$ cat src/rtl/text_mode_console_writer_assert.svh
// ----------------------------------------------------------------------------
// text_mode_console_writer_assert.svh
// assertion macros used by the console writer rtl
// ----------------------------------------------------------------------------
`ifndef TEXT_MODE_CONSOLE_WRITER_ASSERT_SVH
`define TEXT_MODE_CONSOLE_WRITER_ASSERT_SVH

// property that must hold at every clock edge out of reset
`define CTW_ASSERT_ALWAYS(lbl, expr, msg) \
    lbl: assert property (@(posedge aclk) disable iff (!aresetn) (expr)) else $error(msg);

// implication checked at every clock edge out of reset
`define CTW_ASSERT_IMPLY(lbl, ante, cons, msg) \
    lbl: assert property (@(posedge aclk) disable iff (!aresetn) (ante) |-> (cons)) \
        else $error(msg);

`endif

$ cat src/rtl/ctw_pkg.sv
// ----------------------------------------------------------------------------
// ctw_pkg
// shared codes and types of the text mode console writer
// ----------------------------------------------------------------------------
package ctw_pkg;

    localparam int CHAR_W     = 8;
    localparam int IN_ADDR_W  = 11;
    localparam int OUT_COL_W  = 7;
    localparam int OUT_ROW_W  = 5;
    localparam int S_TDATA_W  = 32;
    localparam int M_TDATA_W  = 40;

    localparam logic OP_WRITE = 1'b0;
    localparam logic OP_READ  = 1'b1;

    localparam logic [CHAR_W-1:0] CODE_NEWLINE   = 8'd10;
    localparam logic [CHAR_W-1:0] CODE_BACKSPACE = 8'd8;

    // what a write item does to the screen cell at the cursor
    typedef enum logic [1:0] {
        CELL_NONE,
        CELL_STORE,
        CELL_ERASE
    } cell_op_t;

endpackage

$ cat src/rtl/ctw_cursor_step.sv
// ----------------------------------------------------------------------------
// ctw_cursor_step
// next write cursor and target cell for one character of a write item
// ----------------------------------------------------------------------------
module ctw_cursor_step #(
    parameter int COLUMNS = 80,
    parameter int COL_W   = 7,
    parameter int ROW_W   = 5,
    parameter int ADDR_W  = 11
) (
    input  logic [COL_W-1:0]         cur_col,
    input  logic [ROW_W-1:0]         cur_row,
    input  logic [ctw_pkg::CHAR_W-1:0] char_code,
    output logic [COL_W-1:0]         nxt_col,
    output logic [ROW_W-1:0]         nxt_row,
    output logic [ADDR_W-1:0]        cell_idx,
    output ctw_pkg::cell_op_t        cell_op
);
    import ctw_pkg::*;

    logic [COL_W-1:0] sel_col;
    logic [ROW_W-1:0] sel_row;
    logic             col_zero;
    logic             col_last;

    assign col_zero = (cur_col == '0);
    assign col_last = (cur_col == COL_W'(COLUMNS - 1));

    always_comb begin
        nxt_col = cur_col;
        nxt_row = cur_row;
        sel_col = cur_col;
        sel_row = cur_row;
        cell_op = CELL_NONE;
        priority if (char_code == CODE_NEWLINE) begin
            nxt_col = '0;
            nxt_row = cur_row + ROW_W'(1);
        end else if (char_code == CODE_BACKSPACE) begin
            if (!(col_zero && cur_row == '0)) begin
                if (col_zero) begin
                    nxt_col = COL_W'(COLUMNS - 1);
                    nxt_row = cur_row - ROW_W'(1);
                end else begin
                    nxt_col = cur_col - COL_W'(1);
                end
                sel_col = nxt_col;
                sel_row = nxt_row;
                cell_op = CELL_ERASE;
            end
        end else begin
            cell_op = CELL_STORE;
            if (col_last) begin
                nxt_col = '0;
                nxt_row = cur_row + ROW_W'(1);
            end else begin
                nxt_col = cur_col + COL_W'(1);
            end
        end
    end

    // row * columns + column of the cell that is touched
    assign cell_idx = ADDR_W'(ADDR_W'(sel_row) * ADDR_W'(COLUMNS)) + ADDR_W'(sel_col);

endmodule

$ cat config.mk
export PLATFORM = sky130hd
export DESIGN_NAME = ctw_cursor_step
export DESIGN_NICKNAME = d
export VERILOG_FILES = /design/src/rtl/text_mode_console_writer_assert.svh /design/src/rtl/ctw_pkg.sv /design/src/rtl/ctw_cursor_step.sv
export SDC_FILE = /design/constraint.sdc
export NUM_CORES = 1
export LEC_CHECK = 0
export BUFFER_PORTS_ARGS = -buffer_cell sky130_fd_sc_hd__buf_2
export CAP_MARGIN = 20
export CORE_UTILIZATION = 53
export DETAILED_ROUTE_END_ITERATION = 12
export GPL_TIMING_DRIVEN = 0
export PLACE_DENSITY = 0.88
export SYNTH_ARGS = -nofsm -noshare
export SYNTH_HDL_FRONTEND = slang
export SYNTH_SLANG_ARGS = --single-unit
$ cat constraint.sdc
create_clock -name vclk -period 7.12
set_clock_uncertainty 0.05 [all_clocks]
set_input_delay 1.78 -clock vclk [all_inputs]
set_output_delay 1.78 -clock vclk [all_outputs]
set_load 0.02 [all_outputs]
==> results.txt, run 1 <==
The data required time of the critical path is 5.29 ns. The area growth from synthesis to layout is 38.15%. The final count of hold timing violations was 0. The standard cell area after detailed placement came out at 1426 sq um. The footprint of the flip-flops and latches is 0 sq um.

The share of cell area taken by muxes after synthesis is 3.688%. In this run the worst path has a maximum fanout of 7. The portion of synthesized cell area occupied by the leading cell type is 14.75%. The number of antenna violations at the first check in global routing came out at 0.

The placeable core region came out at 2042 sq um. The sum of met3 wire segment lengths after detailed routing is 267 um. The placed wire-length estimate came out at 2701 um. The proportion of synthesized chip area in sequential cells came out at 0%. The flow ran to the end, and the final reports show no timing, DRC or antenna violations. The die covers 2433 sq um. After synthesis, the largest family of logic cells by area is simple AND/OR/NAND/NOR gates. The net switching component of the power came out at 0.07174 mW. The die is 49.33 um wide.

The per-instance average area after synthesis is 7.240 sq um. After routing the design area is 1640 sq um. The power density of the placed cells came out at 74.82 nW/um^2. The share of the clock period used by the worst path after layout came out at 98.60%. After the first detailed-routing iteration, the DRC count stood at 106. The routability congestion estimate came out at 0.8760. The number of buffer cells added on primary ports came out at 41. The number of warnings reported in the yosys synthesis log is 0. Per report_power, the clock group accounts for 0% of the total.

The sort of element at the end of the critical path is an output pin. The routed metal-1 wire length came out at 1550 um. The leakage power summed over all cells is 0.7382 nW.

The worst setup path is of the input pin to output pin kind. The data arrival time of the critical path came out at 5.19 ns. For this configuration, the core starts out at a cell density of 58.15%. The slew at the pin closest to its max-slew limit is 0.5224 ns. The share of layout cells above drive strength 1 came out at 42.92%.

The area fraction in and, or, nand and nor cells after synthesis came out at 35.30%. The pre-antenna-repair detailed-routing pass consisted of 4 iterations. For this run, design rule violations remaining after detail routing come to 0.

Sequential cells account for 0% of the total power. Global routing used 30.79% of the available tracks across all layers. The total met2 wirelength after detailed routing came out at 2135 um. The total routed wirelength came out at 4113 um. The average wire per standard cell is 17.21 um. Summing the areas of all compound-gate instances in the mapped netlist gives 24.97% of the synthesized area. The tool flagged a number of max-cap violations equal to 0. The layout net count is 250. After technology mapping, the gate count stands at 164. In this run the count of I/O pins placed on the die edge is 45.

0 antenna diodes ended up in the layout. The cell area after synthesis is 1187 sq um. The combinational share of power came out at 100.0%. The vias per cell is 6.389. The max-slew violation count came to 0. The path class of the tightest hold or removal check is input pin to output pin. Summing over every cut layer, the via total after detailed routing is 1527. The switching part of the total came out at 58.46%.

The largest net degree at the start of global routing is 11. The total negative slack is 0 ns. Headroom to the max-slew limit came out at 64.99%. IR analysis of the VDD net gives a maximum drop of 82.83 uV. Summing the areas of all xor and xnor instances in the mapped netlist gives 11.06% of the synthesized area.

The number of global-route vias before repair came out at 1406. The internal power came out at 0.05099 mW. The number of nets in the synthesized netlist came out at 200. The die outline height is 49.33 um. The worst setup path is launched from an input pin. The maximum clock rate came out at 142.4 MHz.

The detail route stage leaves a number of antenna-violating nets equal to 0. By area the synthesized netlist is led by ha_1, xnor2_1, nand2_1. Counting the clock-network buffers in the layout gives 0. Summed over all instances, the cell type with the most area after synthesis is ha_1. The count of distinct cell types in the synthesized netlist is 47. The final-report setup violation count came out at 0. Signal routing reaches up to met4. The sequential cell count is 0.

For hold timing, the worst endpoint is nxt_row[2]. After layout, the minimum clock period comes to 7.020 ns. After Yosys synthesis, full adders, half adders and majority gates account for 18.12% of the synthesized area. Counting instances, the worst hold path has a depth of 3.

The worst min-delay path startpoint is cur_row[2]. The sum of overflow across all layers after global routing is 0. The first global-routing pass estimated 6113 um of wire. The site row count is 16.
[worst max-delay path by stage]
stage	from	end	slack [ns]	cells past startpoint
finish	cur_row[1]	cell_idx[10]	0.1	16
global route	char_code[7]	cell_idx[10]	-0.009	13
CTS	cur_col[0]	cell_idx[10]	0.003	14
detailed placement	cur_col[0]	cell_idx[10]	-0.44	15
global placement	cur_col[0]	cell_idx[10]	-0.38	15
floorplan	cur_col[0]	cell_idx[10]	0.08	13
[cell type report]
type | instances | area (sq um)
Inverter | 9 | 33.78
Timing Repair Buffer | 48 | 260.3
Fill cell | 151 | 401.6
Multi-Input combinational cell | 150 | 1265
Buffer | 5 | 47.55
Tap cell | 27 | 33.78
[synthesized netlist by cell type, types with 2 or more instances]
master and number:
a21o_1 2, a21oi_1 8, a221oi_1 3, a31oi_1 2, and2_1 3, and3_1 4, buf_6 2, fa_1 2
ha_1 14, inv_1 8, mux2_2 3, nand2_1 21, nand3_1 8, nor2_1 16, nor2b_1 2, nor3_1 5
nor3_2 3, o21ai_0 9, o21ai_1 2, o221a_2 2, o22ai_1 2, o31ai_1 3, or3_1 2, or4b_4 2
xnor2_1 12, xor2_1 3
[repair_timing]
item,4_1_cts,5_1_grt
hold buffers,0,0
pin swaps,3,5
gates resized for setup,17,14
buffers inserted,4,3
endpoints found under the setup margin,1,1
[power by group through the flow]
stage / Combinational, mW / Clock (mW) / Sequential (mW)
floorplan: 0.0728 / 0 / 0
global placement: 0.100 / 0 / 0
detailed placement: 0.103 / 0 / 0
CTS: 0.109 / 0 / 0
global route: 0.132 / 0 / 0
finish: 0.123 / 0 / 0
[per-layer routing]
layer	up-vias	global-route usage (%)
met4	0	10.29
met3	20	3.427
met1	712	36.40
li1	709	-
met2	86	56.39
met5	-	0
[critical path: stages]
cell and delay [ns]:
buf_2 0.16, inv_1 0.11, ha_1 0.17, or4b_4 0.50, and3_4 0.19, nand3_4 0.10, nand2_2 0.09, o21ai_4 0.10
ha_4 0.23, ha_2 0.20, fa_2 0.56, nand3_2 0.09, mux2_2 0.29, o32ai_2 0.27, xor2_1 0.18, buf_4 0.16
[placed cells by master, fill, tap and decap left out, types with 2 or more instances in the layout]
cell      instances
or3_1             2
o31ai_1           3
buf_6             2
buf_4             8
a21o_1            2
inv_1             6
ha_1             10
nand2_1          18
mux2_2            3
and3_1            4
nor2b_1           2
xor2_1            2
o21ai_1           2
o221a_2           2
nand3_4           2
buf_2            40
nor2_1           15
inv_2             3
xnor2_1          12
o21ai_0           8
nand2_2           3
nand3_1           5
ha_4              3
a221oi_1          3
nor3_4            2
and2_1            3
nor3_1            4
o22ai_1           2
a31oi_1           2
or4b_4            2
a21oi_1           8
nor3_2            2
[cell families after synthesis]
family,after synthesis
compound gates,42
xor+xnor,15
fa+ha+maj,16
buf+inv,14
mux,4
simple gates,73
[stage by stage]
step / utilization, % / instances / setup WS (ns) / hold WS [ns] / total power, mW
2_1_floorplan: - / 164 / 0.07729 / 3.639 / 0.07279
3_3_place_gp: 69.85 / 232 / -0.3795 / 3.834 / 0.09995
3_5_place_dp: 69.85 / 232 / -0.4409 / 3.839 / 0.1033
4_1_cts: 74.45 / 236 / 0.002995 / 3.841 / 0.1086
5_1_grt: 80.33 / 239 / -0.009370 / 3.855 / 0.1317
6_report: 80.33 / 239 / 0.09965 / 3.844 / 0.1227
Power figures use the tool's default switching activity.
==> run 2, diff against run 1 <==
==> constraint.sdc (replaced) <==
create_clock -name vclk -period 7.2
set_clock_uncertainty 0.05 [all_clocks]
set_input_delay 1.8 -clock vclk [all_inputs]
set_output_delay 1.8 -clock vclk [all_outputs]
set_load 0.02 [all_outputs]
==> run 2 against run 1 <==
Compared with the run above: hold slack improved by 0.039 ns; setup slack improved by 0.036 ns; wire length down 6.4%; critical path type unchanged.
==> results.txt, run 2 (synthesized netlist as in run 1, its figures left out) <==
The critical path goes through buf_2 > inv_1 > ha_4 > nor3b_4 > nand3_4 > nor3_4 > xor2_2 > ha_1 > ha_2 > fa_2 > nand3_2 > mux2_2 > o32ai_2 > xor2_1 > buf_4. Overall power consumption after layout is estimated at 0.1169 mW. The worst hold path belongs to the class input pin to output pin. The power density of the placed cells came out at 73.42 nW/um^2.

Setup repair after global routing left no endpoint under its margin. The total routed wirelength is 3850 um. The path with the worst hold slack has its endpoint at nxt_row[2]. The run finished with clean final reports. The data arrival time of the critical path came out at 5.21 ns. The share of the clock period used by the worst path after layout came out at 98.11%. The top-level I/O count is 45.

The count of routing violations after the opening detailed-route iteration came out at 75. In this run the vertical extent of the chip is 49.33 um. The effective utilization at floorplan is 58.15%.

The core occupancy in the finished layout came out at 77.94%. STA classifies the critical path startpoint as an input pin. The number of antenna repair diodes came out at 0. The final routed DRC violation total came out at 0. The max-slew headroom at the worst pin is 70.99%. The library cells used most frequently in the layout, excluding fill and tap cells, are buf_2, nand2_1, nor2_1. In the finished layout, the clock tree contains a buffer count of 0. The share of layout cells above drive strength 1 is 41.43%. Setup total negative slack on the finished layout was measured at 0 ns. Data on the critical path is required at its endpoint by 5.35 ns. The portion of total power attributed to the clock network came out at 0%. The area growth from synthesis to final layout came out at 34.04%. The floorplan step set the die width to 49.33 um. The pre-antenna-repair detailed-routing pass consisted of 4 iterations. The final critical-path required period is 7.064 ns.

The layout net count is 248. There are 0 flip-flops and latches. The placed wire-length estimate is 2701 um. The analysis attributes to cell leakage a power of 0.7267 nW. The number of nets with antenna violations after detailed routing is 0. The vias per cell is 6.321.

The combinational share of power is 100.0%. The startpoint identified for the worst hold timing path is cur_row[2]. The routability congestion estimate is 0.8760. The average wire per standard cell came out at 16.24 um.

The max-slew violation count is 0. After global routing the overflow that remains totals 0. Across all setup checks in the final design, the least slack found is 0.1358 ns. The number of antenna violations at the first check in global routing is 0. The peak supply drop came out at 87.47 uV. The global-route usage over all layers is 30.99%.

After floorplanning, the core was divided into 16 placement rows. Along the worst path, the maximum fanout reaches 7. Leaving out fill and tap cells, the most frequent cell in the layout is buf_2. The final count of hold timing violations is 0.

The worst setup path is captured at an output pin. Among all stages on the critical path, the largest delay is contributed by fa_2. The largest net degree at the start of global routing is 11.

The switching part of the total came out at 59.05%. The worst setup path is of the input pin to output pin kind. The net switching component of the power came out at 0.06900 mW. The internal power came out at 0.04785 mW. The wire length of the first global-routing pass is 6134 um. The footprint of the flip-flops and latches came out at 0 sq um.

The worst hold path stage count is 3. The number of buffer cells added on primary ports came out at 41. Prior to clock tree synthesis, the placed netlist has a worst setup slack of -0.4009 ns. The via count of the routed design is 1498. The number of global-route vias before repair was 1413. Timing would allow up to 141.6 MHz. At the pin with the least slew margin, the transition time is 0.4328 ns. The final-report setup violation count is 0.

The core region is 2042 sq um. The worst stage delay on the critical path came out at 0.62 ns. The die area came out at 2433 sq um.

In this run, flip-flops and latches consume 0% of the power. The number of violations of the max-capacitance limit came out at 0.
run 2: cell types whose count changed in the layout (fill, tap and decap cells not counted):
cell	before	now
buf_4	8	6
ha_1	10	12
ha_4	3	1
nand4_2	0	1
nand4_4	1	0
run 2: worst max-delay path by stage:
stage,slack [ns],to,depth (start not counted),start
floorplan,0.12,cell_idx[10],13,cur_col[0]
global placement,-0.34,cell_idx[10],15,cur_col[0]
detailed placement,-0.40,cell_idx[10],15,cur_col[0]
CTS,0.00001,cell_idx[10],14,cur_col[0]
global route,0.002,cell_idx[10],15,cur_col[1]
finish,0.14,cell_idx[10],15,cur_col[1]
run 2: metal layers:
metal | vias to the layer above | wire, um | global-route usage (%)
met1 | 695 | 1483 | 36.03
met2 | 87 | 2000 | 57.53
met4 | 0 | 151 | 10.29
met5 | - | 0 | 0
met3 | 19 | 215 | 3.427
li1 | 697 | - | -
run 2: timing repair:
item	in CTS	in global routing
resized for setup	15	13
pin swaps	3	3
gates cloned	0	0
setup endpoints to repair	1	1
buffers inserted	4	1
hold buffers	0	0
run 2: area by class of cell:
type / count / area, sq um
buffer: 5 / 47.55
fill: 161 / 450.4
inverter: 9 / 33.78
multi-input combinational: 150 / 1231
tap: 27 / 33.78
timing repair buffer: 46 / 245.2
run 2: worst max-delay path, delay by kind of cell:
family	cells	cell delay, ns
and+or+nand+nor	4	0.87
adders and majority gates	4	1.24
xor gates and xnor gates	2	0.37
AOI/OAI and AO/OA	1	0.22
muxes	1	0.29
buffers and inverters	3	0.41
run 2: power by group through the flow:
| stage | Clock, mW | Sequential [mW] | Combinational [mW] |
|---|---|---|---|
| after floorplan | 0 | 0 | 0.0720 |
| after global placement | 0 | 0 | 0.0988 |
| after detailed placement | 0 | 0 | 0.102 |
| after CTS | 0 | 0 | 0.106 |
| after global routing | 0 | 0 | 0.126 |
| final | 0 | 0 | 0.117 |
run 2: metrics by stage:
stage / instance area [sq um] / cells / hold WS [ns]
2_1_floorplan: 1187 / 164 / 3.679
3_3_place_gp: 1426 / 232 / 3.874
3_5_place_dp: 1426 / 232 / 3.879
4_1_cts: 1511 / 236 / 3.881
5_1_grt: 1592 / 237 / 3.898
6_report: 1592 / 237 / 3.883
==> run 3, diff against run 2 <==
--- a/config.mk
+++ b/config.mk
@@ -10,7 +10,7 @@
 export CORE_UTILIZATION = 53
 export DETAILED_ROUTE_END_ITERATION = 12
 export GPL_TIMING_DRIVEN = 0
-export PLACE_DENSITY = 0.88
+export PLACE_DENSITY = 0.95
 export SYNTH_ARGS = -nofsm -noshare
 export SYNTH_HDL_FRONTEND = slang
 export SYNTH_SLANG_ARGS = --single-unit
==> run 3 against run 2 <==
Compared with the run above: die area unchanged; critical endpoint unchanged; fmax down 0.24%; wire length down 11%; setup slack worse by 0.017 ns; via count down 3.3%; combinational power about the same.
==> results.txt, run 3 (synthesized netlist as in run 1, its figures left out) <==
The flow ran to the end, and the final reports show no timing, DRC or antenna violations. The worst hold slack after final layout is 3.878 ns. The count of nets left with antenna violations once routing finished came out at 0. During I/O placement, the number of pins put on the boundary was 45. The share of the clock period used by the worst path after layout came out at 98.35%. The peak supply drop is 83.19 uV. The setup slack after placement came out at -0.3399 ns.

The uppermost metal layer occupied by signal nets is met4. After clock tree synthesis, the flow added hold-fix buffers numbering 0. Headroom to the max-slew limit came out at 63.78%. The final-layout fill cell count came out at 164. The worst setup path is launched from an input pin. Across the whole layout, storage elements account for 0 sq um. The highest net fanout along the worst path came out at 7. The data required time of the critical path is 5.35 ns. The die outline height is 49.33 um. The via count of the routed design came out at 1449. The die area is 2433 sq um. Entering global routing, the biggest net connects 11 pins. The final critical-path required period came out at 7.081 ns.

The vias per cell came out at 6.088. The internal power came out at 0.04773 mW. The layout net count is 249.

The final cell area excluding filler cells came out at 1570 sq um. The slew at the pin closest to its max-slew limit is 0.5376 ns. The standard cell area after detailed placement came out at 1426 sq um. The final routed DRC violation total came out at 0.

The number of antenna violations at the first check in global routing came out at 0. The number of buffer cells added on primary ports came out at 41. The min-delay analysis places its worst path in the category input pin to output pin.

The power density of the placed cells is 72.90 nW/um^2. The total met2 wirelength after detailed routing is 1732 um. The average wire per standard cell is 14.39 um. The count of routing violations after the opening detailed-route iteration came out at 46. The sum of overflow across all layers after global routing came out at 0.

The pre-antenna-repair detailed-routing pass consisted of 4 iterations. Once detailed placement completed, the half-perimeter wirelength came to 2516 um. The floorplan die width is 49.33 um. The total negative slack is 0 ns. The total power draw is 0.1145 mW. The combinational share of power is 100.0%. The number of global-route vias before repair is 1263.

The total of clock buffers placed in the layout came out at 0. Wires add up to 3425 um. The sequential cell count came out at 0. The switching part of the total came out at 58.31%. In the final routing, the length of wire on met1 measures 1439 um. The final count of hold timing violations was 0. The portion of total power attributed to the clock network came out at 0%.

The critical setup path kind is input pin to output pin. The area growth from synthesis to final layout came out at 32.24%. The max-slew violation count is 0. The global-route usage over all layers is 26.70%.

The most common cell after layout, fill and taps aside is buf_2. The analysis attributes to net switching a power of 0.06674 mW. The routed design uses 215 um of met3 wire. Derived from the worst setup path, the maximum achievable clock frequency is 141.2 MHz.

The data arrival time of the critical path came out at 5.23 ns. The worst setup slack after layout came out at 0.1191 ns. The effective utilization at floorplan is 58.15%. In this run, flip-flops and latches consume 0% of the power. Routability-driven placement finished with a final weighted congestion of 0.8686.

The final-report setup violation count is 0. The wire length of the first global-routing pass is 5333 um. The worst setup path is captured at an output pin. The initialized floorplan defines 16 standard-cell rows. 0 antenna diodes ended up in the layout. The library cells used most frequently in the layout, excluding fill and tap cells, are buf_2, nand2_1, nor2_1. In this run the standard cell core region covers 2042 sq um.

The leakage power summed over all cells came out at 0.7117 nW. Of the cells placed in the final design, the portion with a size suffix greater than 1 is 41.23%. The number of violations of the max-capacitance limit is 0.
## run 3: changes by cell type in the layout (fill, tap and decap cells not counted), sizes merged
cell / change
buf: +1
## run 3: repair_timing
action,4_1_cts,5_1_grt
resized for setup,8,16
endpoints found under the setup margin,1,1
setup buffers,4,2
pin swaps,4,3
endpoints found under the hold margin,0,0
## run 3: power by group through the flow
| stage | Combinational [mW] | Sequential, mW | Clock [mW] |
|---|---|---|---|
| after global routing | 0.124 | 0 | 0 |
| after floorplan | 0.0720 | 0 | 0 |
| after detailed placement | 0.102 | 0 | 0 |
| after global placement | 0.0996 | 0 | 0 |
| after CTS | 0.104 | 0 | 0 |
| final | 0.114 | 0 | 0 |
## run 3: path summary, 6_finish.rpt
| kind | slack (ns) | endpoint | cells past startpoint | start |
|---|---|---|---|---|
| setup / recovery | 0.12 | cell_idx[10] | 15 | cur_col[1] |
| hold / removal | 3.88 | nxt_row[2] | 3 | cur_row[2] |
## run 3: layer usage
layer	GRT usage (%)	up-vias
li1	-	705
met4	4.902	0
met3	0.6231	4
met5	0	-
met2	48.40	69
met1	34.87	671
## run 3: cell type report
| type | instances | area [sq um] | area share (%) |
|---|---|---|---|
| tap | 27 | 33.78 | 2.151 |
| timing repair buffer | 47 | 252.7 | 16.10 |
| buffer | 5 | 47.55 | 3.028 |
| inverter | 9 | 33.78 | 2.151 |
| multi-input combinational | 150 | 1202 | 76.57 |
## run 3: stage by stage
step / util, % / std cells
3_5_place_dp: 69.85 / 232
2_1_floorplan: - / 164
5_1_grt: 76.90 / 238
3_3_place_gp: 69.85 / 232
6_report: 76.90 / 238
4_1_cts: 72.79 / 236
## run 3: worst max-delay path, cell delays in order
cell	delay (ns)
buf_2	0.14
inv_1	0.12
ha_4	0.17
nor3b_4	0.34
nand3_2	0.16
nor3_2	0.19
xor2_1	0.26
ha_1	0.28
ha_2	0.21
fa_2	0.62
nand3_2	0.10
mux2_2	0.29
o32ai_2	0.21
xor2_1	0.17
buf_4	0.16
